==> src/rtl/core/rsc_pkg.sv <==
// Shared widths and types for the ray versus wall segment cast pipeline.
// Used by the channel interfaces, the divider step and the top level.
package rsc_pkg;

  localparam int unsigned T_FRAC_BITS = 16;
  localparam int unsigned DIR_FRAC    = 14;
  localparam int unsigned COORD_W     = 24;
  localparam int unsigned DIR_W       = 16;
  localparam int unsigned LEN_W       = 23;
  localparam int unsigned LIM_W       = 20;
  localparam int unsigned CFG_W       = 23;
  localparam int unsigned DIFF_W      = COORD_W + 1;
  localparam int unsigned VEC_W       = 26;
  localparam int unsigned PRE_W       = DIR_W + LEN_W + 1;
  localparam int unsigned PROD_W      = VEC_W + DIFF_W;
  localparam int unsigned CROSS_W     = PROD_W + 1;
  localparam int unsigned NUM_W       = CROSS_W + 1;
  localparam int unsigned QUO_W       = T_FRAC_BITS + 1;
  localparam int unsigned TP_W        = QUO_W + 1 + VEC_W;
  localparam int unsigned LP_W        = QUO_W + LEN_W;

  typedef enum logic {
    REG_RAY_LENGTH     = 1'b0,
    REG_PARALLEL_LIMIT = 1'b1
  } rsc_reg_e;

  // Item state while the quotient t is being developed.
  typedef struct packed {
    logic                     hit;
    logic [NUM_W-1:0]         num;
    logic [CROSS_W-1:0]       dmag;
    logic [QUO_W-1:0]         quo;
    logic signed [VEC_W-1:0]  dx;
    logic signed [VEC_W-1:0]  dy;
    logic signed [COORD_W-1:0] ox;
    logic signed [COORD_W-1:0] oy;
  } rsc_div_t;

endpackage

==> src/rtl/core/rsc_div_step.sv <==
// One registered step of the restoring divider that forms t = |tn| / |D|.
// Depends on rsc_pkg for the rsc_div_t item record.
module rsc_div_step (
  input  logic              clk_i,
  input  logic              rst_ni,
  input  logic              en_i,
  input  logic              valid_i,
  input  rsc_pkg::rsc_div_t data_i,
  output logic              valid_o,
  output rsc_pkg::rsc_div_t data_o
);

  logic [rsc_pkg::NUM_W-1:0] shifted;
  logic [rsc_pkg::NUM_W-1:0] divisor;
  logic                      ge;
  rsc_pkg::rsc_div_t         next;

  always_comb begin
    shifted  = {data_i.num[rsc_pkg::NUM_W-2:0], 1'b0};
    divisor  = {1'b0, data_i.dmag};
    ge       = shifted >= divisor;
    next     = data_i;
    next.num = ge ? (shifted - divisor) : shifted;
    next.quo = {data_i.quo[rsc_pkg::QUO_W-2:0], ge};
  end

  always_ff @(posedge clk_i or negedge rst_ni) begin
    if (!rst_ni) begin
      valid_o <= 1'b0;
    end else if (en_i) begin
      valid_o <= valid_i;
    end
  end

  always_ff @(posedge clk_i) begin
    if (en_i) begin
      data_o <= next;
    end
  end

endmodule

==> config.mk <==
export PLATFORM = sky130hd
export DESIGN_NAME = rsc_div_step
export DESIGN_NICKNAME = d
export VERILOG_FILES = /design/src/rtl/core/rsc_pkg.sv /design/src/rtl/core/rsc_div_step.sv
export SDC_FILE = /design/constraint.sdc
export NUM_CORES = 1
export LEC_CHECK = 0
export BUFFER_PORTS_ARGS = -buffer_cell sky130_fd_sc_hd__buf_2
export CAP_MARGIN = 0
export CELL_PAD_IN_SITES_DETAIL_PLACEMENT = 0
export CELL_PAD_IN_SITES_GLOBAL_PLACEMENT = 1
export CORE_MARGIN = 2
export CORE_UTILIZATION = 37
export CTS_CLUSTER_DIAMETER = 50
export CTS_CLUSTER_SIZE = 12
export DETAILED_ROUTE_END_ITERATION = 10
export PLACE_DENSITY_LB_ADDON = 0.1
export SLEW_MARGIN = 20
export SYNTH_ARGS = -nofsm -noshare
export SYNTH_HDL_FRONTEND = slang
export SYNTH_SLANG_ARGS = --single-unit
==> constraint.sdc <==
create_clock -name clk_i -period 0.8 [get_ports clk_i]
set_input_delay 0.12 -clock clk_i [delete_from_list [all_inputs] [get_ports clk_i]]
set_output_delay 0.12 -clock clk_i [all_outputs]
set_load 0.02 [all_outputs]
[Yosys cells after proc, flatten, opt, wreduce, memory -nomap -nowiden]
Cells that the tools add are included.
Storage, ports and cells
  output and inout port bits: 224
  bits of input ports: 227
  logic and storage cells: 13
  bits in registers: 224
Cells by class
  add/subtract/negate cells: 1
  $lt $le $gt $ge: 1
  mux-type cells: 1
Operator list (count)
  greater-or-equal comparator 53 x 52 -> 1 bit: 1
  two-way mux 53 bit: 1
  subtractor 53 x 52 -> 53 bit: 1

[Depth between registers and ports, before layout]
Gate-level depths: netlist (run 1).
  depth after elaboration: 2
  gate-level depth with buffers: 14
  depth with buffers taken out: 12

[Least setup slack after synthesis (run 1)]
OpenSTA, ideal clock, no wires.
  path type: input to register
  start: input port data_i[120] (netlist bit)
  end: register data_o[185] (netlist bit), data pin
  path slack: -1.939 ns
  stages: 12
  setup time: 0.262 ns
  buffers on the path: 1
  required time: 0.538 ns
  arrival: 2.477 ns
  cells stage by stage: inv_1 ha_1 nand3_1 o21bai_4 a2111oi_4 nor3_2 a211oi_2 nor2_1 o311a_4 inv_2 buf_6 mux2_1
RTL lines
  start: declaration: RTL line rsc_div_step.sv:8  | input rsc_pkg::rsc_div_t data_i,
  end signal: assignment: RTL line rsc_div_step.sv:37  | data_o <= next;
  end: declaration: RTL line rsc_div_step.sv:10  | output rsc_pkg::rsc_div_t data_o

==> impl_summary.md, run 1 <==
Global routing
The overall track demand over capacity in global routing is 27.4%. Entering global routing, the biggest net connects 25 pins. The number of global-route vias before repair is approximately 12,000.

After global routing the overflow that remains totals 0. The number of antenna violations at the first check in global routing was 5. The global-route wire length before repair is around 65,000 um.

Synthesis
Synthesis produced a netlist with a net count of 1,168. In the synthesized netlist, the number of instances is about 900. After synthesis, the cell types taking the most area are sky130_fd_sc_hd__edfxtp_1, sky130_fd_sc_hd__ha_1, sky130_fd_sc_hd__a21oi_1. For this run, asynchronously set or reset flops after synthesis account for less than 1%. Summing every instance area after synthesis gives between 0.01 and 0.015 mm2. The number of distinct library cell variants in the gate-level netlist after synthesis is 70. The synthesized design contains roughly 220 register bits. A synthesized cell averages roughly 12 um2. In this run the biggest area consumer among cell types represents ~60% of the synthesized area.

The most common flop cell mapped by yosys is sky130_fd_sc_hd__edfxtp_1. Yosys printed 0 warnings. The number of enable-type register cells in the synthesized netlist is 223.

Summed over all instances, the cell type with the most area after synthesis is sky130_fd_sc_hd__edfxtp_1. The register area share after synthesis is between 60% and 70%.

Outcome
The checks that failed: negative hold slack, negative setup slack. The run finished, with violations left.

Power and ir drop
The relative contribution of sequential cells to total power is 37.5%. The relative contribution of combinational cells to total power is a little under a third. The leakage power total is around 9.3 nW.

Of the total power, the share spent switching nets is between 20 and 30%. The proportion of power drawn by the clock network is 32.2%. In this run the power density over the cells is 1900 mW/mm2.

The switching power total is 12.0 mW. Internal power comes to between 20 and 30 mW. VDD sags by at most about 1.7 mV.

Floorplan
From bottom edge to top edge, the die measures 176 um. The die covers approximately 0.031 mm2. Once the floorplan was initialized, standard cells occupied between 30% and 40% of the core.

The count of boundary I/O pins is 451. The area inside the core boundary is 0.0289 mm2. The floorplan has 62 rows. The horizontal extent of the die is 176 um.

Critical path
The largest fanout of any net on the critical path is 4. The startpoint-to-endpoint class of the critical path is input pin to flop. For flop-to-flop paths, the worst setup slack is -0.11 ns. STA classifies the critical path endpoint as a flop. The launching element type of the critical path is an input pin. The endpoint required time on the critical path is around 1.1 ns. The arrival time of the worst setup path is approximately 2.5 ns.

STA
Setup violations remaining at the end of the flow were counted as around 280. Derived from the worst setup path, the maximum achievable clock frequency is roughly 0.46 GHz. The smallest clock period supported by the final layout is computed as 2.16 ns. Dividing the final minimum period by the clock period gives 270%.

Setup repair after global routing could not meet its margin everywhere. The minimum setup slack in the final design is -1.36 ns. In this run the tightest slew margin relative to its limit is 74.1%. On the final layout, the worst hold slack is -0.0148 ns. The number of slew-limit violations in the final report is 0. Between clock sinks in the finished design, the worst skew comes to 0 ns. The slew at the pin closest to its max-slew limit is between 0.3 and 0.4 ns.

The total count of hold-check failures in the final report was 2.

Finish
The post-route netlist has 50.3% of its cells at a drive strength greater than 1. The library cell used most frequently in the layout, excluding fill and tap cells, is sky130_fd_sc_hd__buf_4. The net count reported at finish is ~2,100. The final core area utilization is about 73%. In the layout the commonest cells are sky130_fd_sc_hd__buf_4, sky130_fd_sc_hd__buf_2, sky130_fd_sc_hd__edfxtp_1. The signed area change from the synthesized netlist to the final layout is 93.4%.

Clocking
Counting the buffers created by CTS gives 30. The TritonCTS clock tree is done. The master cell of the clock root buffer is sky130_fd_sc_hd__clkbuf_16. Clock-pin slew was measured on the worst setup and hold paths at 0.06 ns. The longest clock path from root to sink contains 3 buffers. The later pin in the worst-skew pair is clocked with a latency of between 0.5 and 0.6 ns. The number of H-tree levels is 1.

The TritonCTS sink count is 224.

Job
The count of maximum capacitance violations is 0.

Placement
The half-perimeter wire length after placement is just over 30,000 um. The count of buffers added on input and output ports is roughly 450. The final RePlAce weighted congestion is approximately 0.89.

Routing
The via density per instance is 4.90. In this run the remaining antenna-violating nets after routing total 0. For this run, the detailed router's first-pass iteration total came to 5. In the routed design, unresolved DRC markers number 0. Across all layers, the routed design uses about 11,000 vias.

The routed design has between 40,000 and 50,000 um of wire. In the final routed layout, each cell accounts on average for approximately 20 um. The violation count after the first detailed-routing iteration is about 650.

Worst hold path
The classification of the worst-slack hold path is input pin to flop.
==> metal layers <==
layer / vias up / share of wire (%) / routed length [um] / track usage (%)
met5: - / 0.059 / 27 / 0
met4: 4 / 3.5 / 1570 / 9.95
met3: 99 / 6.8 / 3090 / 6.28
met2: 437 / 50 / 22800 / 47.7
met1: 5253 / 40 / 18000 / 33.2
li1: 5208 / - / - / -
==> registers in the layout (all words and copies together) (netlist names) <==
signal and count:
valid_o 1, data_o 223
==> what timing repair did <==
item / in CTS / in global routing
resized for setup: 326 / 238
endpoints found under the setup margin: 278 / 350
hold endpoints to repair: 226 / 10
pin swaps: 37 / 20
hold buffers: 217 / 2
buffers inserted: 15 / 5
==> Yosys cell counts, drive strengths merged (3+ instances only) <==
cell      n
a211o     3
a21o     29
a21oi   110
a221o     3
a31oi     7
and2      8
and3      4
and4      3
buf      12
clkbuf   17
edfxtp  223
ha       52
inv      70
mux2      6
mux2i     4
nand2    60
nand2b    4
nand3    14
nand4    18
nor2     70
nor2b     5
nor3     12
nor4      4
o211ai    3
o21a      5
o21ai    37
o21bai   15
o31ai     5
or3       9
xnor2    25
xor2     18
==> power groups by stage <==
| stage | sequential, mW | combinational [mW] | clock [mW] |
|---|---|---|---|
| 3_3_place_gp | 14.9 | 9.14 | 0 |
| 3_5_place_dp | 14.9 | 9.21 | 0 |
| 2_1_floorplan | 16.4 | 3.22 | 0 |
| 6_report | 15.0 | 12.1 | 12.9 |
| 5_1_grt | 15.1 | 12.9 | 13.6 |
| 4_1_cts | 14.8 | 11.3 | 13.0 |
==> metrics by stage <==
step | worst slack [ns] | TNS (ns) | instances | power, mW | cell area, um2
final | -1.36 | -163.41 | 2246 | 40.0 | 21100
after global routing | -1.43 | -176.53 | 2246 | 41.5 | 21100
after CTS | -1.32 | -175.77 | 2239 | 39.1 | 20200
after detailed placement | -2.08 | -121.94 | 1956 | 24.1 | 15800
after global placement | -2.02 | -118.80 | 1956 | 24.0 | 15800
after floorplan | -1.75 | -87.30 | 888 | 19.6 | 11200
==> critical path, cell delays in order <==
cell	delay, ns
sky130_fd_sc_hd__buf_8	0.10
sky130_fd_sc_hd__inv_4	0.06
sky130_fd_sc_hd__ha_4	0.21
sky130_fd_sc_hd__buf_4	0.13
sky130_fd_sc_hd__o21a_1	0.17
sky130_fd_sc_hd__o31a_1	0.15
sky130_fd_sc_hd__o31a_1	0.33
sky130_fd_sc_hd__o211ai_1	0.26
sky130_fd_sc_hd__nand3b_1	0.21
sky130_fd_sc_hd__a21oi_4	0.26
sky130_fd_sc_hd__buf_4	0.15
sky130_fd_sc_hd__buf_6	0.10
sky130_fd_sc_hd__xor2_2	0.15
sky130_fd_sc_hd__a21oi_2	0.07
==> layout make-up <==
class	instances	area, um2
antenna	3	7.51
multi-input combinational	565	4590
tap	384	480
sequential	224	6720
clock buffer	34	776
fill	1977	7770
clock inverter	18	184
timing repair buffer	948	8040
inverter	70	295
==> final timing paths <==
kind,start,endpoint,cells past startpoint
worst min-delay path,data_i[214],data_o[215]$_DFFE_PP_,3
worst max register to register,valid_o$_DFFE_PN0P_,valid_o$_DFFE_PN0P_,2
worst max-delay path,data_i[120],data_o[209]$_DFFE_PP_,14
max in group asynchronous,rst_ni,valid_o$_DFFE_PN0P_,3
min in group asynchronous,rst_ni,valid_o$_DFFE_PN0P_,3
worst min register to register,valid_o$_DFFE_PN0P_,valid_o$_DFFE_PN0P_,2
==> cells by family after synthesis <==
| family | Yosys count | synth area share [%] |
|---|---|---|
| DFF | 224 | 61.6 |
| buffers and inverters | 99 | 3.88 |
| xor gates and xnor gates | 43 | 3.45 |
| adders and majority gates | 53 | 6.15 |
| AOI/OAI and AO/OA | 240 | 14.4 |
| and+or+nand+nor | 219 | 9.50 |
| muxes | 10 | 0.987 |
(Power assumes the default switching activity.)
==> inputs of run 2 (changes only) <==
CELL_PAD_IN_SITES_DETAIL_PLACEMENT = 1   (was 0)
CELL_PAD_IN_SITES_GLOBAL_PLACEMENT = 2   (was 1)
CORE_UTILIZATION = 30   (was 37)
==> run 2 against run 1 <==
  * The flow still finishes with violations (negative hold slack, negative setup slack)
  * Clock power grew 9%
  * Sequential cell count did not move
  * Global-route usage down 0.71 points
  * First-iteration DRC count fell by 25%
  * Critical path type unchanged
  * Utilization fell by 13 points
  * Largest cell class unchanged
  * Cell area rose by 0.97%
  * Via count up 2.8%
  * Clock-buffer cell count is 5 higher
  * Sequential share of layout area fell by 0.31 points
  * Clock skew unchanged
==> impl_summary.md, run 2 (same netlist as run 1, synthesis figures left out) <==
Floorplan
The area inside the core boundary was 0.0357 mm2 (+24%). The die boundary height is 195 um (+11%). The overall die area is 0.0379 mm2 (+23%). The starting density of the core is 30.6% (-7.2 points). The count of boundary I/O pins was 451 (unchanged).

The horizontal extent of the die is 195 um (+11%). The number of core rows is 69 (+11%).

Clocking
The clock slew seen by the registers of the worst setup and hold paths is 0.07 ns (about the same). The TritonCTS sink count is 224 (unchanged). The CTS buffer count is 34 (+13%).

In this run the clock root is driven by a sky130_fd_sc_hd__clkbuf_16. TritonCTS built the clock tree. The number of H-tree levels is 2 (+1). The hold buffer count at CTS is 211 (-2.8%). The latest clock arrival within the worst-skew pair is 0.53 ns (-0.03 ns). The maximum number of buffers from clock root to sink was 3 (unchanged).

Global routing
The number of global-route vias before repair is 12,400 (+7.5%). The global-route wire length before repair is 76,200 um (+17%). The number of antenna violations at the first check in global routing is 6 (+1).

The aggregate global routing overflow came to 0 (unchanged). The largest net degree at the start of global routing is 26 (+4.0%). The overall track demand over capacity in global routing came to 26.7% (-0.71 points).

Critical path
The type of element capturing the critical path is a flop. The largest fanout of any net on the critical path is 7 (+3). The signal on the critical path passes through buf_6, ha_4, a21o_1, a21o_1, a21oi_2, o21bai_1, a21o_1, a2111oi_4, o311a_4, clkinv_8, buf_6, clkbuf_16, a21oi_1. The worst register-to-register path begins at valid_o$_DFFE_PN0P_. The launching element type of the critical path is an input pin. The total buffers and inverters traversed by the critical path is 4 (-1). The endpoint required time on the critical path is 1.17 ns (+0.05 ns). In this run the worst setup path begins at data_i[214]. The worst setup path is of the input pin to flop kind. The arrival time of the worst setup path came to 2.64 ns (+0.16 ns). The worst stage delay on the critical path is 0.38 ns (+0.05 ns). In this design, the largest share of critical-path delay is due to compound AO/OA/AOI/OAI gates.

On the critical path, the stage with the largest delay is an instance of sky130_fd_sc_hd__o311a_4. The most frequent cell on the critical path is sky130_fd_sc_hd__a21o_1.

STA
The maximum achievable frequency is 0.440 GHz (-4.9%). The setup-violating endpoint count in the final report is 279 (unchanged). The setup TNS is -163.80 ns (-0.391 ns). The slew at the pin closest to its max-slew limit was 0.391 ns (+0.00453 ns). The setup clock skew after layout is 0 ns (unchanged).

The hold slack was -0.00162 ns (+0.0132 ns). The worst slew slack as a fraction of its limit is 73.7% (-0.46 points). The minimum setup slack in the final design is -1.47 ns (-0.111 ns). The total count of hold-check failures in the final report was 1 (-1). The number of slew-limit violations in the final report came to 0 (unchanged). Setup repair after global routing could not meet its margin everywhere. The share of the clock period used by the worst path is 284% (+14 points). The time the final worst path needs with I/O delays and setup was 2.27 ns (+0.111 ns).

Routing
The count of unresolved DRC violations after routing came to 0 (unchanged). The violation count after the first detailed-routing iteration is 491 (-25%). The number of vias after detailed routing came to 11,300 (+2.8%).

The final antenna-violating net count was 0 (unchanged). The via density per instance came to 4.82 (-1.5%). The total routed wirelength is 53,700 um (+18%).

The detailed-routing iteration count for the pre-antenna-repair pass was 5 (unchanged). The per-cell routed wire length was 22.9 um (+13%).

Power and ir drop
The overall power was 41.7 mW (+4.1%). The worst IR drop on VDD is 1.44 mV (-13%). The total power density per cell area is 1960 mW/mm2 (+3.1%). The leakage power total was 9.36 nW (+1.1%).

Finish
The net count reported at finish is 2,139 (+0.94%). The final core area utilization came to 59.7% (-13 points). Leaving out fill and tap cells, the most frequent cells in the layout are sky130_fd_sc_hd__buf_4, sky130_fd_sc_hd__buf_2, sky130_fd_sc_hd__edfxtp_1. The share of final-layout standard cells stronger than drive strength 1 is 50.6% (+0.29 points). The signed area change from the synthesized netlist to the final layout is 95.2%.

The cell area after layout is 0.0213 mm2 (+0.97%). Counting flops per register, the top entry is data_o. The library cell used most frequently in the layout, excluding fill and tap cells, is sky130_fd_sc_hd__buf_4. The flip-flop count of the largest register after layout is 223 (unchanged). The largest registers in the layout are data_o x223, valid_o x1.

Placement
The final RePlAce weighted congestion is 0.851 (-3.9%). The count of input and output buffers is 448 (unchanged). The total cell area at the placement stage is 0.0160 mm2 (+1.1%). The half-perimeter wire length after placement is 36,000 um (+16%).

Worst hold path
The classification of the worst-slack hold path is input pin to flop. The worst hold path begins at en_i.

Outcome
The flow ran to the end, but the final reports show violations. The final reports fail on negative hold slack, negative setup slack.

Job
The count of maximum capacitance violations came to 0 (unchanged).
[run 2: changes by cell type in the layout (fill, tap and decap cells not counted), sizes merged]
| cell | before | now |
|---|---|---|
| buf | 730 | 751 |
| clkbuf | 34 | 41 |
| clkinv | 9 | 8 |
| clkinvlp | 2 | 5 |
| diode | 3 | 5 |
| dlygate4sd3 | 218 | 210 |
| inv | 76 | 75 |
[run 2: per-stage QoR]
| step | cells | setup WS [ns] |
|---|---|---|
| 6_report | 2346 | -1.47 |
| 3_5_place_dp | 2045 | -2.10 |
| 5_1_grt | 2346 | -1.56 |
| 3_3_place_gp | 2045 | -2.03 |
| 4_1_cts | 2329 | -1.40 |
| 2_1_floorplan | 888 | -1.75 |
[run 2: per-layer routing]
layer  routed length [um]  global-route usage (%)  part of all wire [%]
met1                20700                    30.6                    39
met2                27900                    48.1                    52
met3                 2980                    5.90                   5.5
met4                 2100                    10.8                   3.9
met5                    0                       0                     0
[run 2: area by class of cell]
cell class	count	area, um2
Timing Repair Buffer	963	8130
Sequential cell	224	6720
Multi-Input combinational cell	565	4520
Timing Repair inverter	1	16.3
Fill cell	3765	14400
Tap cell	461	577
Inverter	70	290
Antenna cell	5	12.5
Clock inverter	18	156
Clock buffer	39	870
[run 2: final timing paths]
path / endpoint / slack [ns] / cells after the start
setup / recovery: data_o[176]$_DFFE_PP_ / -1.47 / 13
hold / removal: data_o[95]$_DFFE_PP_ / -0.002 / 2
setup reg to reg: valid_o$_DFFE_PN0P_ / -0.12 / 2
hold reg to reg: valid_o$_DFFE_PN0P_ / 0.65 / 2
max in group asynchronous: valid_o$_DFFE_PN0P_ / 0.22 / 3
min in group asynchronous: valid_o$_DFFE_PN0P_ / 0.47 / 3
[run 2: power by group]
part	switching, mW	total, mW	internal [mW]
clock network	5.89	14.1	8.20
logic	6.19	12.6	6.39
registers	0.663	15.0	14.4
total	12.7	41.7	28.9
[run 2: what timing repair did]
action,CTS,global route
endpoints found under the hold margin,213,1
pin swaps,22,9
setup buffers,14,10
setup endpoints to repair,278,283
gates resized for setup,295,235
cloned,3,3
==> inputs of run 3 (changes only) <==
CELL_PAD_IN_SITES_GLOBAL_PLACEMENT = 1   (was 2)
CORE_UTILIZATION = 37   (was 30)
==> run 3 against run 2 <==
  * The run now fails in global routing
  * Synthesized cell count unchanged
  * Area after synthesis unchanged
==> impl_summary.md, run 3 <==
Clocking
The number of H-tree levels is 1 (-1). The TritonCTS sink count is 224 (unchanged). The maximum number of buffers from clock root to sink is 3 (unchanged). The master cell of the clock root buffer is sky130_fd_sc_hd__clkbuf_16. The CTS buffer count is 30 (-12%).

Synthesis
The number of enable-type register cells in the synthesized netlist is 223 (unchanged). The share of flip-flops with an asynchronous set or reset after synthesis was 0.446% (unchanged). The number of instances in the synthesized netlist is 888 (unchanged). The share of the synthesized area in compound gates (AO/OA/AOI/OAI) was 14.4% (unchanged). The number of distinct library cell variants in the gate-level netlist after synthesis is 70 (unchanged).

For this run, the leading register cell type out of synthesis is sky130_fd_sc_hd__edfxtp_1. The most common cell in the netlist is sky130_fd_sc_hd__edfxtp_1. The share of the synthesized area in the top cell type is 61.4% (unchanged). The fraction of synthesized area in multiplexers is 0.987% (unchanged). The number of warnings reported in the yosys synthesis log is 0 (unchanged). After synthesis, the most frequently instantiated cells are sky130_fd_sc_hd__edfxtp_1, sky130_fd_sc_hd__a21oi_1, sky130_fd_sc_hd__nor2_1, sky130_fd_sc_hd__inv_1, sky130_fd_sc_hd__nand2_1. The cell type with the highest aggregate area in the netlist is sky130_fd_sc_hd__edfxtp_1. The share of synthesized cell area in full adder, half adder and majority cells came to 6.15% (unchanged). The simple-gate area share of the yosys netlist is 9.50% (unchanged). The number of synthesized register bits is 224 (unchanged). The xor and xnor area share after synthesis is 3.45% (unchanged). The combined area of all synthesized cells is 0.0109 mm2 (unchanged). The register area share after synthesis is 61.6% (unchanged). The net count after synthesis came to 1,168 (unchanged). The mean instance size in the synthesized netlist is 12.3 um2 (unchanged). By area, the combinational part of the netlist is dominated by compound AO/OA/AOI/OAI gates. Yosys attributes the largest share of cell area to sky130_fd_sc_hd__edfxtp_1, sky130_fd_sc_hd__ha_1, sky130_fd_sc_hd__a21oi_1.

Global routing
The number of antenna violations at the first check in global routing is 12. The overall track demand over capacity in global routing is 75.2%. The total overflow left after global routing is 54. The largest net degree at the start of global routing is 25.

Placement
The half-perimeter wire length after placement is 34,400 um (-4.5%). The final RePlAce weighted congestion is 0.886 (+4.1%). The total cell area at the placement stage is 0.0158 mm2 (-1.1%). The count of input and output buffers is 448 (unchanged).

The post-placement setup slack is -2.11 ns (-0.0168 ns).

Floorplan
The die boundary height is 176 um (-9.7%). The count of boundary I/O pins is 451 (unchanged). The horizontal extent of the die was 176 um (-9.7%). The starting density of the core is 37.8% (+7.2 points).

The number of core rows was 62 (-10%).

STA
The kind of the worst endpoint is a sequential cell input. The last worst endpoint in the global-route repair_timing is data_o[212]$_DFFE_PP_/D.

Outcome
The tool reported: "[ERROR GRT-0232] Routing congestion too high. Check the congestion heatmap in the GUI". The failing step is global routing. The run stopped with a tool error.
run 3: per-layer routing:
metal,overflow,global-route usage [%]
met5,1,22.0
met4,26,83.6
met3,0,59.4
met2,26,94.3
met1,1,70.2
run 3: logic make-up after synthesis:
logic type / count (synthesis)
fa+ha+maj: 53
buf+inv: 99
simple gates: 219
mux: 10
xor+xnor: 43
compound gates: 240
flops: 224
run 3: what timing repair did:
item                                    CTS
hold buffers                            219
endpoints found under the setup margin  278
gates resized for setup                 369
buffers inserted                         13
pin swaps                                28
hold endpoints to repair                226
run 3: through the flow:
step | hold slack [ns] | cells | setup TNS, ns
4_1_cts | 0.00343 | 2238 | -178.72
3_5_place_dp | -0.0990 | 1956 | -123.94
3_3_place_gp | -0.105 | 1956 | -118.80
2_1_floorplan | -0.176 | 888 | -87.30
==> inputs of run 4 (changes only) <==
CELL_PAD_IN_SITES_DETAIL_PLACEMENT = default   (was 1)
CELL_PAD_IN_SITES_GLOBAL_PLACEMENT = default   (was 1)
CORE_AREA = 2 2 174 176   (was default)
CORE_MARGIN = default   (was 2)
CORE_UTILIZATION = default   (was 37)
CTS_CLUSTER_DIAMETER = default   (was 50)
CTS_CLUSTER_SIZE = default   (was 12)
DIE_AREA = 0 0 176 178   (was default)
PLACE_DENSITY_LB_ADDON = 0.15   (was 0.1)
==> run 4 against run 3 <==
  * The flow now finishes, with violations (negative hold slack, negative setup slack)
==> impl_summary.md, run 4 (same netlist as run 1, synthesis figures left out) <==
Outcome
The flow ran to the end, but the final reports show violations. The checks that failed: negative hold slack, negative setup slack.

Critical path
The most frequent cell on the critical path is sky130_fd_sc_hd__buf_8. The slowest stage cell on the critical path is sky130_fd_sc_hd__o311a_4. The type of element capturing the critical path is a flop. In this run the register-to-register setup slack is -0.11 ns.

The worst stage delay on the critical path is roughly 0.4 ns. For the worst setup path, the data required time is between 1 and 1.5 ns. The total buffers and inverters traversed by the critical path is 4. Of all nets on the critical path, the largest fanout is 8. By startpoint and endpoint, the worst setup path is classified as input pin to flop. Walking the worst path, the cells encountered are buf_8, inv_4, ha_4, a21o_1, a21oi_4, a2111oi_4, nor3_2, a211oi_2, nor2_2, o311a_4, buf_12, buf_8, a31oi_1, a21oi_1. The launching element type of the critical path is an input pin. The arrival time of the worst setup path is about 2.5 ns.

Grouping stages by cell kind, the critical path spends the most delay in compound AO/OA/AOI/OAI gates.

STA
The slew at the pin closest to its max-slew limit is ~0.38 ns. The total count of hold-check failures in the final report is 4. The worst path in the final design needs a cycle of approximately 2.2 ns, including I/O delays and setup. Measured against its own limit, the worst slew margin works out to 74.5%. Timing would allow up to 0.456 GHz.

On the final layout, the worst clock skew is 0 ns. The minimum setup slack in the final design is -1.39 ns. The setup-violating endpoint count in the final report is between 300 and 400.

The number of slew-limit violations in the final report was 0. Setup repair after global routing could not meet its margin everywhere. Of the available clock period, the critical path in the final layout requires 274%. On the final layout, the worst hold slack is -0.00824 ns.

Finish
The register with the most flip-flops in the layout has about 220 of them. The cell area after layout is 0.0209 mm2. After the flow finishes, the layout carries non-filler instances totaling between 2,000 and 2,500.

Relative to the synthesized area, the layout overhead comes to 91.2%. The share of final-layout standard cells stronger than drive strength 1 is approximately half. The register with the highest flop count is data_o. In the layout the commonest cells are sky130_fd_sc_hd__buf_4, sky130_fd_sc_hd__buf_2, sky130_fd_sc_hd__edfxtp_1. The largest registers in the layout are data_o x223, valid_o x1. The most common cell after layout, fill and taps aside is sky130_fd_sc_hd__buf_4. The net count reported at finish is about 2,100.

Power and ir drop
IR analysis of the VDD net gives a maximum drop of 1.47 mV. In this run the power density over the cells is around 1900 mW/mm2. The relative contribution of combinational cells to total power is 30.9%. Summed over all cells, the static leakage comes to around 9.2 nW. The proportion of power drawn by the clock network is between 30% and 40%.

In this run switching power makes up 29.6% of total power. The switching power total is approximately 12 mW. The overall power is 39.3 mW.

Internal power comes to about 28 mW. Of the total power, registers draw a little under two fifths.

Routing
After detailed routing, the number of remaining DRC violations is 0. After the first detailed-routing iteration, the DRC count stood at between 600 and 700. The total met2 wirelength after detailed routing is roughly 23,000 um.

After detailed routing, the wire length on met1 is about 18,000 um. The detailed-routing iteration count for the pre-antenna-repair pass is 5. Across all layers, the routed design uses 11,000 vias. The met3 layer wire length in the routed design is 2820 um.

In the final routed layout, each cell accounts on average for about 20 um. The highest layer touched by signal routing is met5. Dividing the detail-routed via count by the number of cells gives between 4 and 5.

The final antenna-violating net count is 0. The total routed wirelength is 45,400 um.

Clocking
Clock tree synthesis selected as its root buffer the cell sky130_fd_sc_hd__clkbuf_16. The clock slew seen by the registers of the worst setup and hold paths is 0.07 ns. The number of H-tree levels is 1 (unchanged). The CTS buffer count is 26 (-13%). TritonCTS built the clock tree. The TritonCTS sink count is 224 (unchanged). The maximum number of buffers from clock root to sink was 3 (unchanged).

The latest clock arrival within the worst-skew pair is 0.52 ns.

Global routing
The number of antenna violations at the first check in global routing is 6. Entering global routing, the biggest net connects 24 pins. The overall track demand over capacity in global routing is 26.2%.

The aggregate global routing overflow is 0. The number of global-route vias before repair is around 11,000. The global-route wire length before repair is around 63,000 um.

Placement
The half-perimeter wire length after placement came to 31,100 um (-9.6%). The cell count after placement came to 1,960 (+0.20%). The final RePlAce weighted congestion is 0.869 (-1.9%). The post-placement setup slack is -2.10 ns (+0.00879 ns).

The total cell area at the placement stage is 0.0158 mm2 (about the same). The count of input and output buffers was 448 (unchanged).

Floorplan
The area inside the core boundary is approximately 0.029 mm2. The count of boundary I/O pins is 451 (unchanged). The starting density of the core came to 37.1% (-0.70 points). The horizontal extent of the die was 176 um (+0.18%). The number of core rows is 63 (+1.6%). The die covers roughly 0.031 mm2. The die boundary height is 178 um (+1.3%).

Worst hold path
The classification of the worst-slack hold path is input pin to flop.

Job
Across the run, the number of max-cap violations was 0.
-- run 4: what timing repair did --
item / in CTS / in global routing
setup buffers: 8 / 9
resized for setup: 292 / 239
endpoints found under the hold margin: 210 / 11
hold buffers: 204 / 4
setup endpoints to repair: 278 / 370
pin swaps: 37 / 32
cloned: 0 / 3
-- run 4: routing by layer --
metal  track usage [%]  vias to the layer above
met2              46.4                      442
met3              4.65                      100
li1                  -                     5198
met1              31.7                     5280
met4              10.8                        2
met5                 0                        -
-- run 4: layout make-up --
class,instances,area (um2)
flip-flops and latches,224,6720
multi-input cells,565,4550
clock inverters,19,186
well taps,390,488
fillers,2059,8550
clock buffers,29,683
repair buffers,937,7910
inverters,70,295
repair inverters,1,8.76
diodes,7,17.5
-- run 4: final timing paths --
check,depth (start not counted),endpoint,from
worst max-delay path,14,data_o[218]$_DFFE_PP_,data_i[120]
worst min-delay path,3,data_o[215]$_DFFE_PP_,data_i[214]
worst max register to register,2,valid_o$_DFFE_PN0P_,valid_o$_DFFE_PN0P_
worst min register to register,2,valid_o$_DFFE_PN0P_,valid_o$_DFFE_PN0P_
max in group asynchronous,3,valid_o$_DFFE_PN0P_,rst_ni
min in group asynchronous,3,valid_o$_DFFE_PN0P_,rst_ni
-- run 4: worst register-to-register path, stage by stage, from the launching register on --
cell and delay, ns:
sky130_fd_sc_hd__dfrtp_2 0.42, sky130_fd_sc_hd__buf_6 0.12, sky130_fd_sc_hd__mux2_4 0.26
-- run 4: metrics by stage --
stage / hold WS, ns / setup TNS [ns] / utilization, %
2_1_floorplan: -0.176 / -87.30 / -
3_3_place_gp: -0.105 / -121.12 / 53.9
3_5_place_dp: -0.102 / -124.82 / 53.9
4_1_cts: -0.0241 / -173.83 / 67.3
5_1_grt: -0.0101 / -182.10 / 70.9
6_report: -0.00824 / -172.63 / 70.9
-- run 4: power groups by stage --
stage	logic (mW)	registers (mW)	clock network, mW
final	12.1	14.9	12.3
after global routing	12.9	15.0	12.8
after CTS	11.1	14.8	12.3
after detailed placement	9.22	14.8	0
after global placement	9.14	14.9	0
after floorplan	3.22	16.4	0
